## config.mk

```make
export PLATFORM = sky130hd
export DESIGN_NAME = adaptive_cusum_change_detector_core
export DESIGN_NICKNAME = d
export VERILOG_FILES = /design/src/rtl/core/acd_pkg.sv /design/src/rtl/core/acd_cfg_regs.sv /design/src/rtl/core/acd_serial_mul.sv /design/src/rtl/core/adaptive_cusum_change_detector_core.sv
export SDC_FILE = /design/constraint.sdc
export NUM_CORES = 1
export LEC_CHECK = 0
export BUFFER_PORTS_ARGS = -buffer_cell sky130_fd_sc_hd__buf_2
export CAP_MARGIN = 0
export CORE_MARGIN = 5
export CORE_UTILIZATION = 40
export DETAILED_ROUTE_END_ITERATION = 8
export PLACE_DENSITY = 0.56
export SETUP_SLACK_MARGIN = 0.2
export SYNTH_ARGS = -nofsm -noshare
export SYNTH_HDL_FRONTEND = slang
export SYNTH_SLANG_ARGS = --single-unit
```

## constraint.sdc

```tcl
create_clock -name clk_i -period 6.4 [get_ports clk_i]
set_input_delay 0.64 -clock clk_i [delete_from_list [all_inputs] [get_ports clk_i]]
set_output_delay 0.64 -clock clk_i [all_outputs]
set_load 0.01 [all_outputs]
```

## src/rtl/core/acd_pkg.sv

```systemverilog
`timescale 1ns / 1ps
// ----------------------------------------------------------------------------
// Adaptive CUSUM change detector: shared definitions
// Widths, register codes, reset values, state encoding, control structs and
// the 16-bit saturation helper used by the detector core.
// ----------------------------------------------------------------------------
package acd_pkg;

  // Sample width and the stream word that carries it.
  localparam int unsigned SAMPLE_BITS = 12;
  localparam int unsigned S_TDATA_W   = ((SAMPLE_BITS + 7) / 8) * 8;

  // Result word: alarm, instant flag, CUSUM and D packed from bit 0 up.
  localparam int unsigned RES_BITS  = 1 + 1 + 16 + 16;
  localparam int unsigned M_TDATA_W = ((RES_BITS + 7) / 8) * 8;

  // Bit-serial multiplier operand width and step counter width.
  localparam int unsigned MUL_W     = 16;
  localparam int unsigned MUL_CNT_W = $clog2(MUL_W);
  localparam int unsigned HALF_W    = 2 * MUL_W - 1;

  // Configuration channel.
  localparam int unsigned CFG_IDX_W  = 3;
  localparam int unsigned CFG_DATA_W = 15;

  // Register reset values.
  localparam logic [11:0] RST_REF_MEAN  = 12'd0;
  localparam logic [7:0]  RST_DELTA     = 8'd1;
  localparam logic [7:0]  RST_GAIN      = 8'd1;
  localparam logic [14:0] RST_THRESHOLD = 15'd20;
  localparam logic [12:0] RST_CEILING   = 13'd4096;
  localparam logic [14:0] RST_DEADBAND  = 15'd10;
  localparam logic [14:0] RST_D_BOUND   = 15'd8;

  // Saturation limits for 16-bit signed results.
  localparam logic signed [15:0] SAT_MAX = 16'sh7FFF;
  localparam logic signed [15:0] SAT_MIN = 16'sh8000;

  // Register indexes on the configuration channel.
  typedef enum logic [CFG_IDX_W-1:0] {
    REG_REFERENCE_MEAN   = 3'd0,
    REG_STEP_DELTA       = 3'd1,
    REG_ADAPT_GAIN       = 3'd2,
    REG_ALARM_THRESHOLD  = 3'd3,
    REG_ESTIMATE_CEILING = 3'd4,
    REG_Z_DEADBAND       = 3'd5,
    REG_D_BOUND          = 3'd6
  } acd_reg_e;

  // Sequencer states: one load and one wait state per multiplier pass.
  typedef enum logic [3:0] {
    ST_IDLE,
    ST_LOAD_A,
    ST_WAIT_A,
    ST_LOAD_B,
    ST_WAIT_B,
    ST_LOAD_G,
    ST_WAIT_G,
    ST_LOAD_M,
    ST_WAIT_M,
    ST_LOAD_E,
    ST_WAIT_E,
    ST_UPDATE,
    ST_OUT
  } acd_state_e;

  // Configuration register contents, plus a pulse to reload the estimate.
  typedef struct packed {
    logic [11:0] ref_mean;
    logic [7:0]  step_delta;
    logic [7:0]  adapt_gain;
    logic [14:0] alarm_threshold;
    logic [12:0] estimate_ceiling;
    logic [14:0] z_deadband;
    logic [14:0] d_bound;
    logic        reload;
  } acd_cfg_t;

  // Multiplier request and response.
  typedef struct packed {
    logic             start;
    logic [MUL_W-1:0] op_a;
    logic [MUL_W-1:0] op_b;
  } acd_mul_req_t;

  typedef struct packed {
    logic               busy;
    logic               done;
    logic [2*MUL_W-1:0] product;
  } acd_mul_rsp_t;

  // Clamp a 32-bit signed value to the 16-bit signed range.
  function automatic logic signed [15:0] sat16(input logic signed [31:0] v);
    logic signed [15:0] r;
    if (v > 32'sd32767) begin
      r = SAT_MAX;
    end else if (v < -32'sd32768) begin
      r = SAT_MIN;
    end else begin
      r = v[15:0];
    end
    return r;
  endfunction

endpackage

```

## src/rtl/core/acd_cfg_regs.sv

```systemverilog
`timescale 1ns / 1ps
// ----------------------------------------------------------------------------
// Adaptive CUSUM change detector: configuration registers
// Holds the seven tuning registers and flags a reload of the lower estimate
// whenever the reference mean or the step delta is written.
// ----------------------------------------------------------------------------
module acd_cfg_regs (
  input  logic                           clk_i,
  input  logic                           rst_ni,
  input  logic                           wr_en_i,
  input  logic [acd_pkg::CFG_IDX_W-1:0]  wr_addr_i,
  input  logic [acd_pkg::CFG_DATA_W-1:0] wr_data_i,
  output acd_pkg::acd_cfg_t              cfg_o
);

  acd_pkg::acd_cfg_t cfg_d, cfg_q;

  // Decode a write; each value is cut to its register width.
  always_comb begin
    cfg_d        = cfg_q;
    cfg_d.reload = 1'b0;
    if (wr_en_i) begin
      unique case (acd_pkg::acd_reg_e'(wr_addr_i))
        acd_pkg::REG_REFERENCE_MEAN: begin
          cfg_d.ref_mean = wr_data_i[11:0];
          cfg_d.reload   = 1'b1;
        end
        acd_pkg::REG_STEP_DELTA: begin
          cfg_d.step_delta = wr_data_i[7:0];
          cfg_d.reload     = 1'b1;
        end
        acd_pkg::REG_ADAPT_GAIN:       cfg_d.adapt_gain       = wr_data_i[7:0];
        acd_pkg::REG_ALARM_THRESHOLD:  cfg_d.alarm_threshold  = wr_data_i[14:0];
        acd_pkg::REG_ESTIMATE_CEILING: cfg_d.estimate_ceiling = wr_data_i[12:0];
        acd_pkg::REG_Z_DEADBAND:       cfg_d.z_deadband       = wr_data_i[14:0];
        acd_pkg::REG_D_BOUND:          cfg_d.d_bound          = wr_data_i[14:0];
        default: begin
          // Unmapped index: the write is dropped.
        end
      endcase
    end
  end

  // Register file with its documented reset values.
  always_ff @(posedge clk_i or negedge rst_ni) begin
    if (!rst_ni) begin
      cfg_q.ref_mean         <= acd_pkg::RST_REF_MEAN;
      cfg_q.step_delta       <= acd_pkg::RST_DELTA;
      cfg_q.adapt_gain       <= acd_pkg::RST_GAIN;
      cfg_q.alarm_threshold  <= acd_pkg::RST_THRESHOLD;
      cfg_q.estimate_ceiling <= acd_pkg::RST_CEILING;
      cfg_q.z_deadband       <= acd_pkg::RST_DEADBAND;
      cfg_q.d_bound          <= acd_pkg::RST_D_BOUND;
      cfg_q.reload           <= 1'b0;
    end else begin
      cfg_q <= cfg_d;
    end
  end

  assign cfg_o = cfg_q;

endmodule

```

## src/rtl/core/acd_serial_mul.sv

```systemverilog
`timescale 1ns / 1ps
// ----------------------------------------------------------------------------
// Adaptive CUSUM change detector: bit-serial multiplier
// Unsigned shift-add multiplier on a single narrow adder that retires one
// multiplier bit per cycle.
// ----------------------------------------------------------------------------
module acd_serial_mul (
  input  logic                  clk_i,
  input  logic                  rst_ni,
  input  acd_pkg::acd_mul_req_t req_i,
  output acd_pkg::acd_mul_rsp_t rsp_o
);

  logic [acd_pkg::MUL_W-1:0]     mcand_d, mcand_q;
  logic [acd_pkg::MUL_W-1:0]     hi_d, hi_q;
  logic [acd_pkg::MUL_W-1:0]     lo_d, lo_q;
  logic [acd_pkg::MUL_CNT_W-1:0] cnt_d, cnt_q;
  logic                          busy_d, busy_q;
  logic                          done_d, done_q;
  logic [acd_pkg::MUL_W:0]       step_sum;

  // Add the multiplicand into the upper half when the current bit is set.
  assign step_sum = {1'b0, hi_q} + (lo_q[0] ? {1'b0, mcand_q} : '0);

  // Load on start, then shift the product right one bit per cycle.
  always_comb begin
    mcand_d = mcand_q;
    hi_d    = hi_q;
    lo_d    = lo_q;
    cnt_d   = cnt_q;
    busy_d  = busy_q;
    done_d  = 1'b0;
    if (req_i.start) begin
      mcand_d = req_i.op_a;
      hi_d    = '0;
      lo_d    = req_i.op_b;
      cnt_d   = acd_pkg::MUL_CNT_W'(acd_pkg::MUL_W - 1);
      busy_d  = 1'b1;
    end else if (busy_q) begin
      hi_d = step_sum[acd_pkg::MUL_W:1];
      lo_d = {step_sum[0], lo_q[acd_pkg::MUL_W-1:1]};
      if (cnt_q == '0) begin
        busy_d = 1'b0;
        done_d = 1'b1;
      end else begin
        cnt_d = cnt_q - 1'b1;
      end
    end
  end

  // Control registers.
  always_ff @(posedge clk_i or negedge rst_ni) begin
    if (!rst_ni) begin
      cnt_q  <= '0;
      busy_q <= 1'b0;
      done_q <= 1'b0;
    end else begin
      cnt_q  <= cnt_d;
      busy_q <= busy_d;
      done_q <= done_d;
    end
  end

  // Operand and product shift registers.
  always_ff @(posedge clk_i) begin
    mcand_q <= mcand_d;
    hi_q    <= hi_d;
    lo_q    <= lo_d;
  end

  assign rsp_o.busy    = busy_q;
  assign rsp_o.done    = done_q;
  assign rsp_o.product = {hi_q, lo_q};

endmodule

```

## src/rtl/core/adaptive_cusum_change_detector_core.sv

```systemverilog
`timescale 1ns / 1ps
// ----------------------------------------------------------------------------
// Adaptive CUSUM change detector core
// Tracks an adaptive estimate of the changed sample mean, accumulates a
// CUSUM of the log-likelihood ratio and raises a sticky change alarm.
// ----------------------------------------------------------------------------
//
// Channel   Direction  Handshake                    Payload
// s_axis    in         s_axis_tvalid/s_axis_tready  tdata[11:0] sample
// m_axis    out        m_axis_tvalid/m_axis_tready  alarm, instant, cusum, D
// cfg       in         cfg_valid_i/cfg_ready_o      cfg_addr_i, cfg_data_i
//
// Each sample runs five 16-step passes through the shared bit-serial
// multiplier, then a CUSUM update state and a state that loads the result
// register; that last state waits while the output register is still full.
// A finished result waits in the output register while the next sample is
// taken. Configuration writes are always ready and are registered.
// Reset is asynchronous, active low, and restores every register default.
//
module adaptive_cusum_change_detector_core (
  input  logic                                clk_i,
  input  logic                                rst_ni,
  // Sample stream. tdata: [11:0] sample, rest zero.
  input  logic                                s_axis_tvalid,
  output logic                                s_axis_tready,
  input  logic [acd_pkg::S_TDATA_W-1:0]       s_axis_tdata,
  // Result stream. tdata: [0] change_alarm, [1] instant_change,
  // [17:2] cusum_value, [33:18] d_value, rest zero.
  output logic                                m_axis_tvalid,
  input  logic                                m_axis_tready,
  output logic [acd_pkg::M_TDATA_W-1:0]       m_axis_tdata,
  // Configuration write channel.
  input  logic                                cfg_valid_i,
  output logic                                cfg_ready_o,
  input  logic [acd_pkg::CFG_IDX_W-1:0]       cfg_addr_i,
  input  logic [acd_pkg::CFG_DATA_W-1:0]      cfg_data_i
);

  acd_pkg::acd_cfg_t     cfg;
  acd_pkg::acd_mul_req_t mul_req;
  acd_pkg::acd_mul_rsp_t mul_rsp;
  acd_pkg::acd_state_e   state_d, state_q;

  logic [acd_pkg::SAMPLE_BITS-1:0] x_d, x_q;
  logic [15:0]                     a_d, a_q;
  logic [acd_pkg::HALF_W-1:0]      half_d, half_q;
  logic signed [15:0]              d_d, d_q;
  logic signed [15:0]              z_d, z_q;
  logic [12:0]                     est_d, est_q;
  logic signed [15:0]              cusum_d, cusum_q;
  logic signed [15:0]              min_d, min_q;
  logic                            alarm_d, alarm_q;
  logic                            m_valid_d, m_valid_q;
  logic [acd_pkg::M_TDATA_W-1:0]   m_data_d, m_data_q;

  logic                            in_xfer, out_free;
  logic [15:0]                     b_val, sub_sel, op_mag, d_mag, prod16;
  logic [16:0]                     diff, diff_neg, est_sum;
  logic [acd_pkg::HALF_W-1:0]      half_new;
  logic [31:0]                     half_diff;
  logic signed [15:0]              sat_half;
  logic signed [16:0]              z_ext, dz_ext, z_low, csum, cusum_ext, limit, d_abs;
  logic                            in_band, alarm_hit, below_min, instant;

  // Configuration registers: always ready.
  assign cfg_ready_o = 1'b1;

  acd_cfg_regs u_cfg (
    .clk_i     (clk_i),
    .rst_ni    (rst_ni),
    .wr_en_i   (cfg_valid_i & cfg_ready_o),
    .wr_addr_i (cfg_addr_i),
    .wr_data_i (cfg_data_i),
    .cfg_o     (cfg)
  );

  // Shared multiplier for all squares and the gain product.
  acd_serial_mul u_mul (
    .clk_i  (clk_i),
    .rst_ni (rst_ni),
    .req_i  (mul_req),
    .rsp_o  (mul_rsp)
  );

  assign s_axis_tready = (state_q == acd_pkg::ST_IDLE);
  assign in_xfer       = s_axis_tvalid & s_axis_tready;
  assign out_free      = ~m_valid_q | m_axis_tready;

  // Distance of the sample from the level chosen for this pass.
  assign b_val = a_q + 16'(cfg.step_delta);

  always_comb begin
    unique case (state_q)
      acd_pkg::ST_LOAD_B: sub_sel = b_val;
      acd_pkg::ST_LOAD_M: sub_sel = 16'(cfg.ref_mean);
      acd_pkg::ST_LOAD_E: sub_sel = 16'(est_q);
      default:            sub_sel = a_q;
    endcase
  end

  assign diff     = 17'(x_q) - 17'(sub_sel);
  assign diff_neg = 17'd0 - diff;
  assign op_mag   = diff[16] ? diff_neg[15:0] : diff[15:0];

  // Half square of the latest product and the saturated difference of halves.
  assign half_new  = mul_rsp.product[2*acd_pkg::MUL_W-1:1];
  assign half_diff = {1'b0, half_q} - {1'b0, half_new};
  assign sat_half  = acd_pkg::sat16($signed(half_diff));

  // Magnitude of D for the gain product; the sign is applied afterwards.
  assign d_mag  = d_q[15] ? 16'(16'd0 - d_q) : d_q;
  assign prod16 = mul_rsp.product[15:0];

  // Changed-mean estimate, clamped without wrap.
  assign est_sum = 17'(a_q) + 17'(cfg.step_delta[7:1]);

  // Deadband test: -deadband < z < deadband.
  assign z_ext   = $signed({sat_half[15], sat_half});
  assign dz_ext  = $signed({2'b00, cfg.z_deadband});
  assign z_low   = z_ext + dz_ext;
  assign in_band = (z_low > 17'sd0) && (z_ext < dz_ext);

  // CUSUM accumulation with saturation.
  assign csum = $signed({cusum_q[15], cusum_q}) + $signed({z_q[15], z_q});

  // Alarm and minimum tracking against the updated CUSUM.
  assign cusum_ext = $signed({cusum_q[15], cusum_q});
  assign limit     = $signed({min_q[15], min_q}) + $signed({2'b00, cfg.alarm_threshold});
  assign alarm_hit = cusum_ext >= limit;
  assign below_min = cusum_q < min_q;

  // Instant-change flag from |D|.
  assign d_abs   = d_q[15] ? (17'sd0 - $signed({d_q[15], d_q})) : $signed({d_q[15], d_q});
  assign instant = d_abs > $signed({2'b00, cfg.d_bound});

  // Sequencer: next state, multiplier requests and datapath updates.
  always_comb begin
    state_d       = state_q;
    mul_req.start = 1'b0;
    mul_req.op_a  = op_mag;
    mul_req.op_b  = op_mag;
    x_d           = x_q;
    a_d           = a_q;
    half_d        = half_q;
    d_d           = d_q;
    z_d           = z_q;
    est_d         = est_q;
    cusum_d       = cusum_q;
    min_d         = min_q;
    alarm_d       = alarm_q;
    m_valid_d     = m_valid_q & ~m_axis_tready;
    m_data_d      = m_data_q;

    // A write to the mean or the gap restarts the lower estimate.
    if (cfg.reload) begin
      a_d = 16'(cfg.ref_mean) - 16'(cfg.step_delta[7:1]);
    end

    unique case (state_q)
      acd_pkg::ST_IDLE: begin
        if (in_xfer) begin
          x_d     = s_axis_tdata[acd_pkg::SAMPLE_BITS-1:0];
          state_d = acd_pkg::ST_LOAD_A;
        end
      end
      acd_pkg::ST_LOAD_A: begin
        mul_req.start = 1'b1;
        state_d       = acd_pkg::ST_WAIT_A;
      end
      acd_pkg::ST_WAIT_A: begin
        if (mul_rsp.done) begin
          half_d  = half_new;
          state_d = acd_pkg::ST_LOAD_B;
        end
      end
      acd_pkg::ST_LOAD_B: begin
        mul_req.start = 1'b1;
        state_d       = acd_pkg::ST_WAIT_B;
      end
      acd_pkg::ST_WAIT_B: begin
        if (mul_rsp.done) begin
          d_d     = sat_half;
          state_d = acd_pkg::ST_LOAD_G;
        end
      end
      acd_pkg::ST_LOAD_G: begin
        mul_req.start = 1'b1;
        mul_req.op_a  = d_mag;
        mul_req.op_b  = 16'(cfg.adapt_gain);
        state_d       = acd_pkg::ST_WAIT_G;
      end
      acd_pkg::ST_WAIT_G: begin
        if (mul_rsp.done) begin
          a_d     = d_q[15] ? (a_q - prod16) : (a_q + prod16);
          state_d = acd_pkg::ST_LOAD_M;
        end
      end
      acd_pkg::ST_LOAD_M: begin
        mul_req.start = 1'b1;
        est_d = (est_sum > 17'(cfg.estimate_ceiling)) ? cfg.estimate_ceiling : est_sum[12:0];
        state_d       = acd_pkg::ST_WAIT_M;
      end
      acd_pkg::ST_WAIT_M: begin
        if (mul_rsp.done) begin
          half_d  = half_new;
          state_d = acd_pkg::ST_LOAD_E;
        end
      end
      acd_pkg::ST_LOAD_E: begin
        mul_req.start = 1'b1;
        state_d       = acd_pkg::ST_WAIT_E;
      end
      acd_pkg::ST_WAIT_E: begin
        if (mul_rsp.done) begin
          z_d     = in_band ? 16'sd0 : sat_half;
          state_d = acd_pkg::ST_UPDATE;
        end
      end
      acd_pkg::ST_UPDATE: begin
        if (csum[16] != csum[15]) begin
          cusum_d = csum[16] ? acd_pkg::SAT_MIN : acd_pkg::SAT_MAX;
        end else begin
          cusum_d = csum[15:0];
        end
        state_d = acd_pkg::ST_OUT;
      end
      acd_pkg::ST_OUT: begin
        if (out_free) begin
          if (alarm_hit) begin
            alarm_d = 1'b1;
          end else if (below_min) begin
            min_d = cusum_q;
          end
          m_valid_d = 1'b1;
          m_data_d  = acd_pkg::M_TDATA_W'({d_q, cusum_q, instant, alarm_q | alarm_hit});
          state_d   = acd_pkg::ST_IDLE;
        end
      end
      default: state_d = acd_pkg::ST_IDLE;
    endcase
  end

  // Control and detector state.
  always_ff @(posedge clk_i or negedge rst_ni) begin
    if (!rst_ni) begin
      state_q   <= acd_pkg::ST_IDLE;
      a_q       <= 16'(acd_pkg::RST_REF_MEAN) - 16'(acd_pkg::RST_DELTA[7:1]);
      cusum_q   <= '0;
      min_q     <= '0;
      alarm_q   <= 1'b0;
      m_valid_q <= 1'b0;
    end else begin
      state_q   <= state_d;
      a_q       <= a_d;
      cusum_q   <= cusum_d;
      min_q     <= min_d;
      alarm_q   <= alarm_d;
      m_valid_q <= m_valid_d;
    end
  end

  // Working payload registers.
  always_ff @(posedge clk_i) begin
    x_q      <= x_d;
    half_q   <= half_d;
    d_q      <= d_d;
    z_q      <= z_d;
    est_q    <= est_d;
    m_data_q <= m_data_d;
  end

  assign m_axis_tvalid = m_valid_q;
  assign m_axis_tdata  = m_data_q;

  // The multiplier is free whenever a new sample can be taken.
  a_mul_idle: assert property (@(posedge clk_i) disable iff (!rst_ni)
    s_axis_tready |-> !mul_rsp.busy)
    else $error("multiplier busy while the core is idle");

  // A multiplier result only ever arrives while the sequencer waits for it.
  a_done_in_wait: assert property (@(posedge clk_i) disable iff (!rst_ni)
    mul_rsp.done |-> (state_q == acd_pkg::ST_WAIT_A || state_q == acd_pkg::ST_WAIT_B ||
                      state_q == acd_pkg::ST_WAIT_G || state_q == acd_pkg::ST_WAIT_M ||
                      state_q == acd_pkg::ST_WAIT_E))
    else $error("multiplier result outside a wait state");

  // The change alarm never clears once raised.
  a_alarm_sticky: assert property (@(posedge clk_i) disable iff (!rst_ni)
    alarm_q |=> alarm_q)
    else $error("change alarm dropped");

  // Between samples the tracked minimum never exceeds the CUSUM.
  a_min_bound: assert property (@(posedge clk_i) disable iff (!rst_ni)
    (state_q == acd_pkg::ST_IDLE) |-> (min_q <= cusum_q))
    else $error("CUSUM minimum above the CUSUM");

endmodule

```

==> run metrics <==
Final Wtd Congestion=0.893; CP bufs+invs=6; Largest stage delay, worst path=0.42 ns; Syn Std Cell Area=22300 um2; DR WL/cell=19.6 um; Final ANT Viol Nets=0; min-delay worst type=primary input to async pin; r2r setup slk=-0.05 ns; Clock Path Buffers=3; Filler Cell Count=5144; simple-gate share of the synthesized area=0.127; DR vias/cell=5.54; post-synthesis cell count=2292; cts hold-fix bufs=0; Die X=246 um; total gr overflow=0; sequential fraction of the synthesis area=0.387; max cap viols=0; fin crit period=6.45 ns; Initial Util=0.404; ANT cells=0; Crit. End Element=flip-flop; largest family of logic cells by synthesized area=compound AO/OA/AOI/OAI gates; Post-synth top cells=ha_1 (221), nor2_1 (187), inv_1 (178); Die H=246 um; Worst-Skew Late Latency=0.57 ns; TritonCTS clock tree=yes; pin count of the biggest net entering global routing=92; Yosys cell types=87; Main synth FF type=edfxtp_1; failing checks=setup timing; initial antenna violation count=3; Peak VDD IR=320 uV; Yosys reg bits=317; placed cell area=24400 um2; number of synthesis warnings=0; Max Clock Freq=155 MHz; Compound-Gate Fraction of Synth Area=0.191; CTS sink cnt=317; slew margin rel.=0.265; critical path type=flip-flop to flip-flop; Core Rows=86; pins over their slew limit=0; final worst setup slack=-0.0493 ns; Die ar.=60600 um2; Iter 0 DRT Violations=1341; final setup vio count=3; # DRC=0; Tightest Pin Transition=1.09 ns; number of I/O pins=82; Clock Tree Root=clkbuf_16; EDFF count, synth=154; Critical Path AT=6.84 ns; hpwl dp=49700 um; post-route cell area=25900 um2; final hold vios=0; layout cells sized above 1=0.180; xor and xnor area share after synthesis=0.0557; Clock transition at path regs=0.06 ns; Layout Nets=2734; post-synth top area share=0.207; GR Util All Layers=0.207; CP startpoint=half_q[0]; footprint of the multi-input gates=12900 um2; vias in the first global route=17900; CP top delay family=compound AO/OA/AOI/OAI gates; Worst Path Max Fanout=16; vias=18000; adder-cell share of the synthesized area=0.133; core area=55200 um2; reg2reg path depth=30; unrepaired setup endpoints after global routing=yes; worst-case clock skew=0.0180 ns; area leader, netlist=edfxtp_1; Synth area leaders=edfxtp_1 (21%), dfrtp_1 (16%), ha_1 (12%); Post-Route WL=63600 um; status=finished with violations; first-pass GRT wire length=99500 um; ys async rst share=0.464; Static Leak=0.0112 uW; Placed Cells=3170; instance count on the critical path=30; power density cells=548 nW/um2; Mean Syn Cell Area=9.74 um2; type of origin of the critical path=flip-flop; first drt pass iteration count=5; Fin Hold WS=0.166 ns; R2R Path Start=half_q[0]; crit path to=z_q[1]; mux contribution to synthesized area=0.0610; cts bufs inserted=39; Worst Path Required=6.79 ns; critical path's slowest cell=a2111o_1; FF/Latch Area=8630 um2; Area growth syn-to-layout=15.9%; most frequent cell after synthesis=ha_1; final std cells w/o fill=3242; terminus of the critical flop-to-flop path=z_q[1]; fin util=0.469; port bufs=70; Final period util=1.01; CTS HTree Levels=2
-- timing repair --
action	4_1_cts	5_1_grt
resized for setup	7	22
pin swaps	0	2
gates cloned	0	0
buffers inserted	0	1
setup endpoints to repair	16	16
-- state kept, by name, indices dropped and copies added (netlist names), 4 cells and up --
register,count
u_cfg.cfg_o,87
a_q,16
x_q,12
u_mul.cnt_q,4
u_mul.mcand_q,16
m_axis_tdata,34
est_q,13
u_mul.hi_q,16
z_q,16
min_q,16
cusum_q,16
state_q,4
half_q,31
u_mul.lo_q,16
d_q,16
-- metrics by stage --
step | total power (uW) | TNS (ns) | setup WS, ns
floorplan | 9080 | 0 | 0.209
global placement | 11500 | -0.695 | -0.0578
detailed placement | 11700 | -2.14 | -0.176
CTS | 14100 | -0.741 | -0.0765
global route | 15300 | -4.57 | -0.314
finish | 14200 | -0.0623 | -0.0493
-- power by group --
part           total, uW  switching [uW]  leakage, uW  internal [uW]
Sequential          3360             511      0.00337           2840
Combinational       8530            4820      0.00713           3700
Clock               2280             933     0.000643           1350
Total              14200            6270       0.0112           7900
-- how the worst min path moves through the flow --
stage,to,cells after the start
floorplan,a_q[0],0
global placement,alarm_q,1
detailed placement,alarm_q,1
CTS,u_cfg.cfg_o[36],1
global route,x_q[6],1
finish,u_cfg.cfg_o[36],1
-- cell families after synthesis --
logic type,after synthesis
AOI/OAI and AO/OA,631
and+or+nand+nor,588
xor gates and xnor gates,142
adders and majority gates,231
buffers and inverters,257
DFF,317
other,2
muxes,124
-- metal layers --
metal / GRT usage / vias up / routed length, um
li1: - / 8760 / -
met1: 0.268 / 8667 / 28200
met2: 0.351 / 419 / 30200
met3: 0.0284 / 129 / 2630
met4: 0.0804 / 0 / 2560
met5: 0 / - / 0
-- cells in the final DEF (no fill, tap or decap), drive strengths merged, types with 96 or more instances in the layout --
cell    instances
mux2           96
nor2          187
xnor2         102
edfxtp        154
buf           205
o21ai         135
nand2         135
dfrtp         139
ha            221
a21oi         145
inv           181
-- final cells by class --
| type | instances | area share |
|---|---|---|
| clock inverters | 18 | 0.00808 |
| inverters | 178 | 0.0258 |
| well taps | 748 | 0.0362 |
| clock buffers | 53 | 0.0429 |
| multi-input cells | 1723 | 0.499 |
| flip-flops and latches | 317 | 0.334 |
| repair buffers | 205 | 0.0544 |
Note: power is estimated with default switching activity, not from simulation.
